## config.mk

```make
export PLATFORM = sky130hd
export DESIGN_NAME = voice_allocator_priority_steal
export DESIGN_NICKNAME = d
export VERILOG_FILES = /design/src/rtl/vaps_pkg.sv /design/src/rtl/voice_allocator_priority_steal.sv /design/src/rtl/vaps_gain.sv
export SDC_FILE = /design/constraint.sdc
export NUM_CORES = 2
export LEC_CHECK = 0
export BUFFER_PORTS_ARGS = -buffer_cell sky130_fd_sc_hd__buf_4
export CORE_UTILIZATION = 50
export DETAILED_ROUTE_END_ITERATION = 8
export HOLD_SLACK_MARGIN = 0.08
export PLACE_DENSITY = 0.69
export SLEW_MARGIN = 20
export SYNTH_ARGS = -nofsm -noshare
export SYNTH_HDL_FRONTEND = slang
export SYNTH_SLANG_ARGS = --single-unit
```

## constraint.sdc

```tcl
create_clock -name i_clk -period 7.6 [get_ports i_clk]
set_clock_uncertainty 0.1 [all_clocks]
set_input_delay 1.14 -clock i_clk [delete_from_list [all_inputs] [get_ports i_clk]]
set_output_delay 1.14 -clock i_clk [all_outputs]
set_load 0.05 [all_outputs]
```

## src/rtl/vaps_pkg.sv

```systemverilog
`default_nettype none
package vaps_pkg;
    localparam int VOICES  = 32;
    localparam int BUFFERS = 64;
    localparam int VIDX_W  = $clog2(VOICES);
    localparam int BUF_W   = $clog2(BUFFERS);
    localparam int CNT_W   = 6;

    localparam logic [15:0] Q15_ONE        = 16'd32768;
    localparam logic [9:0]  NEVER_STEAL    = 10'd1000;
    localparam logic [9:0]  MUSIC_PRIORITY = 10'd100;
    localparam logic [15:0] MASTER_RST     = 16'd32768;
    localparam logic [15:0] MUSIC_RST      = 16'd22938;
    localparam logic [15:0] EFFECTS_RST    = 16'd26214;

    typedef enum logic [2:0] {
        OP_PLAY_FX    = 3'd0,
        OP_PLAY_MUSIC = 3'd1,
        OP_STOP_ID    = 3'd2,
        OP_STOP_ALL   = 3'd3,
        OP_FINISHED   = 3'd4,
        OP_QUERY      = 3'd5
    } t_op;

    typedef enum logic [1:0] {
        ST_OK       = 2'd0,
        ST_REFUSED  = 2'd1,
        ST_NO_VOICE = 2'd2,
        ST_NOT_FOUND = 2'd3
    } t_status;

    typedef enum logic [2:0] {
        CFG_MASTER  = 3'd0,
        CFG_MUSIC   = 3'd1,
        CFG_EFFECTS = 3'd2,
        CFG_SND_EN  = 3'd3,
        CFG_MUS_EN  = 3'd4
    } t_cfg_idx;

    typedef enum logic [3:0] {
        S_IDLE,
        S_CLEAR,
        S_SCAN,
        S_LAST,
        S_DECIDE,
        S_GAIN,
        S_FIN_RD,
        S_FIN_DEC
    } t_state;

    typedef struct packed {
        logic        active;
        logic        finished;
        logic        looping;
        logic [9:0]  prio;
        logic [15:0] id;
    } t_voice;

    function automatic logic [15:0] sat_q15(input logic [15:0] v);
        return (v > Q15_ONE) ? Q15_ONE : v;
    endfunction
endpackage
`default_nettype wire

```

## src/rtl/voice_allocator_priority_steal.sv

```systemverilog
// channel  | signals                                        | direction
// command  | i_start, o_busy, i_operation .. i_finished_voice | in
// result   | o_done, o_status .. o_active_count            | out
// config   | i_cfg_we, i_cfg_idx, i_cfg_wdata              | in
// an item is taken when i_start is high and o_busy is low
// play, stop id and query scan the voice table, one entry per cycle
// play then runs the shared gain multiplier: master and effects, with music gain first for music
// stop all sweeps the table; a finished event reads only the entry it names
// after reset the table is cleared with o_busy high
// o_done marks a result for one cycle; the receiver cannot stall
`default_nettype none
module voice_allocator_priority_steal (
    input  wire logic        i_clk,
    input  wire logic        i_rst_n,
    input  wire logic        i_start,
    output logic             o_busy,
    input  wire logic [2:0]  i_operation,
    input  wire logic [15:0] i_volume,
    input  wire logic        i_looping,
    input  wire logic [9:0]  i_priority_req,
    input  wire logic [15:0] i_target_id,
    input  wire logic [4:0]  i_finished_voice,
    input  wire logic        i_cfg_we,
    input  wire logic [2:0]  i_cfg_idx,
    input  wire logic [15:0] i_cfg_wdata,
    output logic             o_done,
    output logic [1:0]       o_status,
    output logic [15:0]      o_new_id,
    output logic [4:0]       o_voice_index,
    output logic [5:0]       o_buffer_index,
    output logic [15:0]      o_gain,
    output logic             o_is_playing,
    output logic [15:0]      o_completed_id,
    output logic [5:0]       o_active_count
);
    import vaps_pkg::*;

    t_voice mem [VOICES];
    t_voice r_rdata;

    logic [15:0] r_master, r_music, r_effects;
    logic        r_snd_en, r_mus_en;

    t_state      r_state, n_state;
    logic [2:0]  r_op;
    logic [15:0] r_volume, r_target;
    logic        r_looping;
    logic [9:0]  r_prio;
    logic [4:0]  r_fin;
    logic        r_report;
    logic        r_done;

    logic [VIDX_W-1:0] r_addr;
    logic              r_rd_vld;
    logic [VIDX_W-1:0] r_rd_idx;
    logic              r_free_found, r_fin_found, r_best_found, r_match_found;
    logic [VIDX_W-1:0] r_free_idx, r_fin_idx, r_best_idx, r_match_idx, r_vidx;
    logic [9:0]        r_best_prio;
    logic              r_match_fin;
    logic              r_tier_free;

    logic [15:0]      r_next_id;
    logic [BUF_W-1:0] r_next_buf;
    logic [CNT_W-1:0] r_total, n_total;

    logic              mem_we;
    logic [VIDX_W-1:0] mem_waddr, rd_addr;
    t_voice            mem_wdata;

    logic        res_vld;
    logic [1:0]  n_status;
    logic [15:0] n_new_id, n_done_id;
    logic [4:0]  n_vidx;
    logic [5:0]  n_bidx;
    logic [15:0] n_gain;
    logic        n_playing;
    logic        id_adv;
    logic        g_start, g_done;
    logic [15:0] g_gain;
    logic        accept;

    assign accept = i_start && (r_state == S_IDLE);

    vaps_gain u_gain (
        .i_clk        (i_clk),
        .i_rst_n      (i_rst_n),
        .i_start      (g_start),
        .i_music      (r_op == OP_PLAY_MUSIC),
        .i_volume     (r_volume),
        .i_master     (r_master),
        .i_music_gain (r_music),
        .i_effects    (r_effects),
        .o_done       (g_done),
        .o_gain       (g_gain)
    );

    always_ff @(posedge i_clk) begin
        if (mem_we) begin
            mem[mem_waddr] <= mem_wdata;
        end
        r_rdata <= mem[rd_addr];
    end

    always_comb begin
        n_state = r_state;
        mem_we = 1'b0;
        mem_waddr = r_addr;
        mem_wdata = '0;
        rd_addr = r_addr;
        res_vld = 1'b0;
        n_status = ST_OK;
        n_new_id = '0;
        n_done_id = '0;
        n_vidx = '0;
        n_bidx = '0;
        n_gain = '0;
        n_playing = 1'b0;
        n_total = r_total;
        id_adv = 1'b0;
        g_start = 1'b0;
        case (r_state)
            S_IDLE: begin
                if (i_start) begin
                    case (i_operation)
                        OP_PLAY_FX, OP_PLAY_MUSIC: begin
                            if (!r_snd_en || (i_operation == OP_PLAY_MUSIC && !r_mus_en)) begin
                                res_vld = 1'b1;
                                n_status = ST_REFUSED;
                            end else begin
                                n_state = S_SCAN;
                            end
                        end
                        OP_STOP_ID, OP_QUERY: n_state = S_SCAN;
                        OP_STOP_ALL: n_state = S_CLEAR;
                        OP_FINISHED: n_state = S_FIN_RD;
                        default: res_vld = 1'b1;
                    endcase
                end
            end
            S_CLEAR: begin
                mem_we = 1'b1;
                n_total = '0;
                if (r_addr == VIDX_W'(VOICES - 1)) begin
                    n_state = S_IDLE;
                    res_vld = r_report;
                end
            end
            S_SCAN: begin
                if (r_addr == VIDX_W'(VOICES - 1)) begin
                    n_state = S_LAST;
                end
            end
            S_LAST: n_state = S_DECIDE;
            S_DECIDE: begin
                mem_waddr = r_match_idx;
                if (r_op == OP_STOP_ID || r_op == OP_QUERY) begin
                    res_vld = 1'b1;
                    n_state = S_IDLE;
                    if (!r_match_found) begin
                        n_status = ST_NOT_FOUND;
                    end else begin
                        n_vidx = 5'(r_match_idx);
                        if (r_op == OP_QUERY) begin
                            n_playing = !r_match_fin;
                        end else begin
                            mem_we = 1'b1;
                            n_total = (r_total != '0) ? r_total - 1'b1 : r_total;
                        end
                    end
                end else if (!r_free_found && !r_fin_found && !r_best_found) begin
                    res_vld = 1'b1;
                    n_state = S_IDLE;
                    n_status = ST_NO_VOICE;
                end else begin
                    g_start = 1'b1;
                    n_state = S_GAIN;
                end
            end
            S_GAIN: begin
                if (g_done) begin
                    mem_we = 1'b1;
                    mem_waddr = r_vidx;
                    mem_wdata.active = 1'b1;
                    mem_wdata.looping = r_looping;
                    mem_wdata.prio = (r_op == OP_PLAY_MUSIC) ? MUSIC_PRIORITY : r_prio;
                    mem_wdata.id = r_next_id;
                    res_vld = 1'b1;
                    id_adv = 1'b1;
                    n_state = S_IDLE;
                    n_new_id = r_next_id;
                    n_vidx = 5'(r_vidx);
                    n_bidx = 6'(r_next_buf);
                    n_gain = g_gain;
                    n_total = r_tier_free ? r_total + 1'b1 : r_total;
                end
            end
            S_FIN_RD: begin
                rd_addr = VIDX_W'(r_fin);
                n_state = S_FIN_DEC;
            end
            S_FIN_DEC: begin
                res_vld = 1'b1;
                n_state = S_IDLE;
                mem_waddr = VIDX_W'(r_fin);
                if ({27'd0, r_fin} >= VOICES || !r_rdata.active) begin
                    n_status = ST_NOT_FOUND;
                end else begin
                    mem_we = 1'b1;
                    n_vidx = r_fin;
                    if (r_rdata.looping) begin
                        mem_wdata = r_rdata;
                        mem_wdata.finished = 1'b1;
                    end else begin
                        n_done_id = r_rdata.id;
                        n_total = (r_total != '0) ? r_total - 1'b1 : r_total;
                    end
                end
            end
            default: n_state = S_IDLE;
        endcase
    end

    always_ff @(posedge i_clk) begin
        if (!i_rst_n) begin
            r_state <= S_CLEAR;
            r_addr <= '0;
            r_report <= 1'b0;
            r_rd_vld <= 1'b0;
            r_done <= 1'b0;
            r_total <= '0;
            r_next_id <= 16'd1;
            r_next_buf <= '0;
            r_master <= MASTER_RST;
            r_music <= MUSIC_RST;
            r_effects <= EFFECTS_RST;
            r_snd_en <= 1'b1;
            r_mus_en <= 1'b1;
        end else begin
            r_state <= n_state;
            r_total <= n_total;
            r_done <= res_vld;
            r_rd_vld <= (r_state == S_SCAN);
            if (i_cfg_we) begin
                case (i_cfg_idx)
                    CFG_MASTER:  r_master <= i_cfg_wdata;
                    CFG_MUSIC:   r_music <= i_cfg_wdata;
                    CFG_EFFECTS: r_effects <= i_cfg_wdata;
                    CFG_SND_EN:  r_snd_en <= i_cfg_wdata[0];
                    CFG_MUS_EN:  r_mus_en <= i_cfg_wdata[0];
                    default: ;
                endcase
            end
            if (accept) begin
                r_addr <= '0;
                r_report <= 1'b1;
            end else if (r_state == S_CLEAR || r_state == S_SCAN) begin
                r_addr <= r_addr + 1'b1;
            end
            if (id_adv) begin
                r_next_id <= (r_next_id == 16'hFFFF) ? 16'd1 : r_next_id + 16'd1;
                r_next_buf <= (r_next_buf == BUF_W'(BUFFERS - 1)) ? '0 : r_next_buf + 1'b1;
            end
        end
    end

    always_ff @(posedge i_clk) begin
        if (accept) begin
            r_op <= i_operation;
            r_volume <= i_volume;
            r_looping <= i_looping;
            r_prio <= i_priority_req;
            r_target <= i_target_id;
            r_fin <= i_finished_voice;
            r_free_found <= 1'b0;
            r_fin_found <= 1'b0;
            r_best_found <= 1'b0;
            r_match_found <= 1'b0;
            r_best_prio <= NEVER_STEAL;
        end else if (r_rd_vld) begin
            if (!r_rdata.active && !r_free_found) begin
                r_free_found <= 1'b1;
                r_free_idx <= r_rd_idx;
            end
            if (r_rdata.finished && !r_fin_found) begin
                r_fin_found <= 1'b1;
                r_fin_idx <= r_rd_idx;
            end
            if (r_rdata.prio < r_best_prio) begin
                r_best_found <= 1'b1;
                r_best_prio <= r_rdata.prio;
                r_best_idx <= r_rd_idx;
            end
            if (r_rdata.active && r_target != '0 && r_rdata.id == r_target
                    && !r_match_found) begin
                r_match_found <= 1'b1;
                r_match_idx <= r_rd_idx;
                r_match_fin <= r_rdata.finished;
            end
        end
        if (r_state == S_SCAN) begin
            r_rd_idx <= r_addr;
        end
        if (r_state == S_DECIDE) begin
            r_tier_free <= r_free_found;
            r_vidx <= r_free_found ? r_free_idx : (r_fin_found ? r_fin_idx : r_best_idx);
        end
        if (res_vld) begin
            o_status <= n_status;
            o_new_id <= n_new_id;
            o_voice_index <= n_vidx;
            o_buffer_index <= n_bidx;
            o_gain <= n_gain;
            o_is_playing <= n_playing;
            o_completed_id <= n_done_id;
            o_active_count <= 6'(n_total);
        end
    end

    assign o_busy = (r_state != S_IDLE);
    assign o_done = r_done;

    a_total_range: assert property (@(posedge i_clk) disable iff (!i_rst_n)
        {26'd0, r_total} <= VOICES)
        else $error("active total above voice count");
    a_busy_after_accept: assert property (@(posedge i_clk) disable iff (!i_rst_n)
        accept && !res_vld |=> o_busy)
        else $error("accepted item did not raise busy");
    a_gain_only_play: assert property (@(posedge i_clk) disable iff (!i_rst_n)
        g_done |-> r_state == S_GAIN)
        else $error("gain result outside play");
    a_done_once: assert property (@(posedge i_clk) disable iff (!i_rst_n)
        r_done |=> !r_done || $past(r_state) == S_IDLE)
        else $error("result strobe repeated");
endmodule
`default_nettype wire

```

## src/rtl/vaps_gain.sv

```systemverilog
`default_nettype none
module vaps_gain (
    input  wire logic        i_clk,
    input  wire logic        i_rst_n,
    input  wire logic        i_start,
    input  wire logic        i_music,
    input  wire logic [15:0] i_volume,
    input  wire logic [15:0] i_master,
    input  wire logic [15:0] i_music_gain,
    input  wire logic [15:0] i_effects,
    output logic             o_done,
    output logic [15:0]      o_gain
);
    import vaps_pkg::*;

    logic        r_busy;
    logic        r_phase;
    logic [1:0]  r_step;
    logic [15:0] r_acc;
    logic [31:0] r_prod;
    logic        r_done;
    logic [15:0] operand;
    logic [31:0] rounded;

    always_comb begin
        case (r_step)
            2'd0:    operand = sat_q15(i_music_gain);
            2'd1:    operand = sat_q15(i_master);
            default: operand = sat_q15(i_effects);
        endcase
    end

    assign rounded = r_prod + 32'd16384;

    always_ff @(posedge i_clk) begin
        if (!i_rst_n) begin
            r_busy <= 1'b0;
            r_done <= 1'b0;
            r_phase <= 1'b0;
            r_step <= 2'd0;
        end else begin
            r_done <= 1'b0;
            if (i_start) begin
                r_busy <= 1'b1;
                r_phase <= 1'b0;
                r_step <= i_music ? 2'd0 : 2'd1;
                r_acc <= sat_q15(i_volume);
            end else if (r_busy) begin
                if (!r_phase) begin
                    r_prod <= r_acc * operand;
                    r_phase <= 1'b1;
                end else begin
                    r_acc <= rounded[30:15];
                    r_phase <= 1'b0;
                    if (r_step == 2'd2) begin
                        r_busy <= 1'b0;
                        r_done <= 1'b1;
                    end else begin
                        r_step <= r_step + 2'd1;
                    end
                end
            end
        end
    end

    assign o_done = r_done;
    assign o_gain = r_acc;
endmodule
`default_nettype wire

```

==> impl_metrics.sql <==
INSERT INTO impl_metrics (metric_group, metric, value, unit) VALUES
('critical_path', 'critical_path.endpoint_type', 'register', ''),
('drt', 'vias_per_cell', '5.91', ''),
('floorplanning', 'num_io_pins', '144', ''),
('sta', 'achievable-frequency', '0.132', 'GHz'),
('yosys', 'synth.top_cell.area_share', '58.7', '%'),
('yosys', 'post_synth_edffs', '1112', ''),
('critical_path', 'worstSetupPathType', 'reg -> reg', ''),
('yosys', 'synthCells', '3829', ''),
('yosys', 'synth-compound-area-share', '3.34', '%'),
('global_routing', 'antenna_found_initial', '2', ''),
('floorplanning', 'start_util', '50.5', '%'),
('cells_and_area', 'layout_common_cells', 'edfxtp_1, nand2_1, buf_4', ''),
('drt', 'ant_nets', '0', ''),
('drt', 'detail_route.drc_violations', '0', ''),
('yosys', 'synth_async_sr_flop_share', '0', '%'),
('yosys', 'netlist.top_cell.by_area', 'edfxtp_1', ''),
('cells_and_area', 'fillerInstances', '8550', ''),
('cells_and_area', 'area_taken_by_multi_input_logic_gates', '19700', 'sq um'),
('drt', 'initialDrtViolationCount', '3838', ''),
('drt', 'routed_wire_length_per_instance', '25.1', 'um'),
('flow_run', 'timing.max_cap.violations', '0', ''),
('place', 'hpwlAfterDp', '86600', 'um'),
('clock_network', 'clock_tree_from_tritoncts', 'built', ''),
('critical_path', 'cp_num_buf_inv', '5', ''),
('clock_network', 'cts_htree_levels', '4', ''),
('clock_network', 'worst_setup_hold_path_clk_slew', '60', 'ps'),
('clock_network', 'cts_buffer_depth', '3', ''),
('yosys', 'largest_family_of_logic_cells_by_synthesized_area', 'simple AND/OR/NAND/NOR gates', ''),
('clock_network', 'clockRootBuffer', 'clkbuf_16', ''),
('drt', 'routed-via-count', '33683', ''),
('global_routing', 'grt-ovfl-total', '0', ''),
('cells_and_area', 'n_antenna_cell', '0', ''),
('critical_path', 'cp_data_required_time', '7980', 'ps'),
('place', 'routabilityCongestion', '0.891', ''),
('critical_path', 'timing.critical_path.from_type', 'register', ''),
('yosys', 'yosys.area_share.adder', '9.33', '%'),
('drt', 'detail_route.wirelength', '143000', 'um'),
('cells_and_area', 'layout-drive-gt1-share', '20.4', '%'),
('power', 'static-leakage-power', '0.0222', 'uW'),
('critical_path', 'worst_ep_arrival_time', '7950', 'ps'),
('yosys', 'synth.distinct_cells', '69', ''),
('critical_path', 'worst-path-max-fanout', '7', ''),
('global_routing', 'gr-usage-all-layers', '25.0', '%'),
('cells_and_area', 'layout-area-overhead-vs-synth', '15.0', '%'),
('yosys', 'ys_dominant_reg_cell', 'edfxtp_1', ''),
('sta', 'final_hold_viol_count', '0', ''),
('yosys', 'synth-seq-area-share', '63.5', '%'),
('floorplanning', 'num_rows', '123', ''),
('place', 'placedInstanceArea', '60600', 'sq um'),
('sta', 'layout_worst_path_cycle_share', '99.6', '%'),
('power', 'worst_ir_drop_vdd', '232', 'uV'),
('global_routing', 'grt_start_max_net_pins', '130', ''),
('cells_and_area', 'sequential_cell_area', '36100', 'sq um'),
('run_status', 'run_status', 'completed', ''),
('place', 'io_buffer_count', '143', ''),
('critical_path', 'critical-path-slowest-cell', 'fa_1', ''),
('yosys', 'synth_xor_area_share', '1.17', '%'),
('sta', 'slew_violations', '0', ''),
('yosys', 'yosys-mux-area-fraction', '9.67', '%'),
('min_path', 'worst_hold_path_type', 'reg -> reg', ''),
('sta', 'max-slew-margin-rel', '23.9', '%'),
('yosys', 'synth_simple_gate_area_share', '10.0', '%'),
('global_routing', 'number_of_global_route_vias_before_repair', '33544', ''),
('sta', 'setup_viol_count_final', '0', ''),
('yosys', 'post_synth.cell_area_avg', '14.9', 'sq um'),
('power', 'power.density_cell_area', '253', 'nW/um^2'),
('clock_network', 'clock_sinks', '1249', ''),
('sta', 'worst_pin_slew', '1140', 'ps'),
('floorplanning', 'die_x', '339', 'um'),
('yosys', 'synth_warnings', '0', ''),
('place', 'place_worst_setup_slack', '-147', 'ps');
## state kept, by name, summed over array words and instances, names as in the netlist, 10 cells and up
register and flops:
mem 928, r_rdata 29, u_gain.r_prod 17, o_completed_id 16, o_gain 16, o_new_id 16, r_effects 16, r_master 16
r_music 16, r_next_id 16, r_target 16, r_volume 16, u_gain.o_gain 16, r_best_prio 10, r_prio 10
## logic make-up (layout without fill, tap and decap cells)
kind of cell / count (synthesis) / count (layout)
flops: 1249 / 1249
simple gates: 1239 / 1239
buf+inv: 417 / 784
fa+ha+maj: 309 / 309
compound gates: 281 / 281
mux: 258 / 258
xor+xnor: 76 / 76
## cells in the mapped netlist (31+ instances only)
library cell / n
and3_1: 54
xor2_1: 32
nor2_1: 114
ha_1: 117
nand3_1: 200
fa_1: 192
xnor2_1: 44
a21o_1: 31
nand2_1: 618
edfxtp_1: 1112
a21oi_1: 39
and2_1: 137
a21boi_0: 36
mux4_2: 232
o21ai_0: 76
clkbuf_1: 122
dfxtp_1: 137
inv_1: 235
## metrics by stage
step	setup TNS, ps	power, uW	hold WS, ps	std cells	util (%)
finish	0	16600	362	5696	58.1
global route	-464	17100	393	5696	58.1
CTS	0	16500	360	5674	57.6
detailed placement	-372	10100	352	5436	53.8
global placement	-8.48	10100	343	5434	53.7
floorplan	0	9370	322	3829	-
## cell type report
cell class	instances	share of cell area, %
sequential	1249	55.2
multi-input combinational	2163	30.2
clock buffer	186	5.69
timing repair buffer	313	3.84
tap	1500	2.87
inverter	235	1.35
clock inverter	50	0.868
## worst reg2reg max path: stages (launching register included)
cell and delay, ps:
dfxtp_1 350, nor4_2 340, nand4_1 220, a21oi_2 230
buf_6 140, buf_4 100, nand2_1 100, nand2_4 140
nand2_1 110, fa_1 510, fa_1 510, inv_2 40
fa_1 510, inv_2 40, fa_1 560, fa_1 450
fa_1 520, inv_2 50, ha_4 220, a21o_1 170
a21o_1 180, a221oi_4 300, a311oi_2 150, o41a_1 490
o311a_1 370, or2_4 250, a21oi_2 140, xnor2_1 70
## layer usage
metal	track usage (%)	share of wire [%]	wire [um]	vias to the layer above
met4	6.89	2.4	3490	4
li1	-	-	-	14528
met5	0.490	0.065	93	-
met2	38.8	46	66400	1702
met3	5.94	10	15000	246
met1	35.6	41	58100	17203
## what timing repair did
| action | 4_1_cts | 5_1_grt |
|---|---|---|
| setup buffers | 2 | 20 |
| setup endpoints to repair | 4 | 10 |
| gates resized for setup | 9 | 68 |
| hold buffers | 0 | 0 |
| pin swaps | 4 | 48 |
## path summary, 6_finish.rpt
| check | end | start | depth (start not counted) | slack, ps |
|---|---|---|---|---|
| setup / recovery | u_gain.r_prod[25]$_DFFE_PP_ | r_effects[3]$_SDFFE_PN0P_ | 27 | 30 |
| hold / removal | r_best_prio[0]$_SDFFE_PP0P_ | r_best_prio[0]$_SDFFE_PP0P_ | 2 | 360 |
| setup reg to reg | u_gain.r_prod[25]$_DFFE_PP_ | r_effects[3]$_SDFFE_PN0P_ | 27 | 30 |
| hold reg to reg | r_best_prio[0]$_SDFFE_PP0P_ | r_best_prio[0]$_SDFFE_PP0P_ | 2 | 360 |
## where the power goes
group | leakage (uW) | total [uW] | switching, uW | internal, uW
sequential | 0.00957 | 7650 | 86.3 | 7560
clock | 0.00209 | 6330 | 2680 | 3650
combinational | 0.0106 | 2580 | 1420 | 1160
Power figures use the tool's default switching activity.
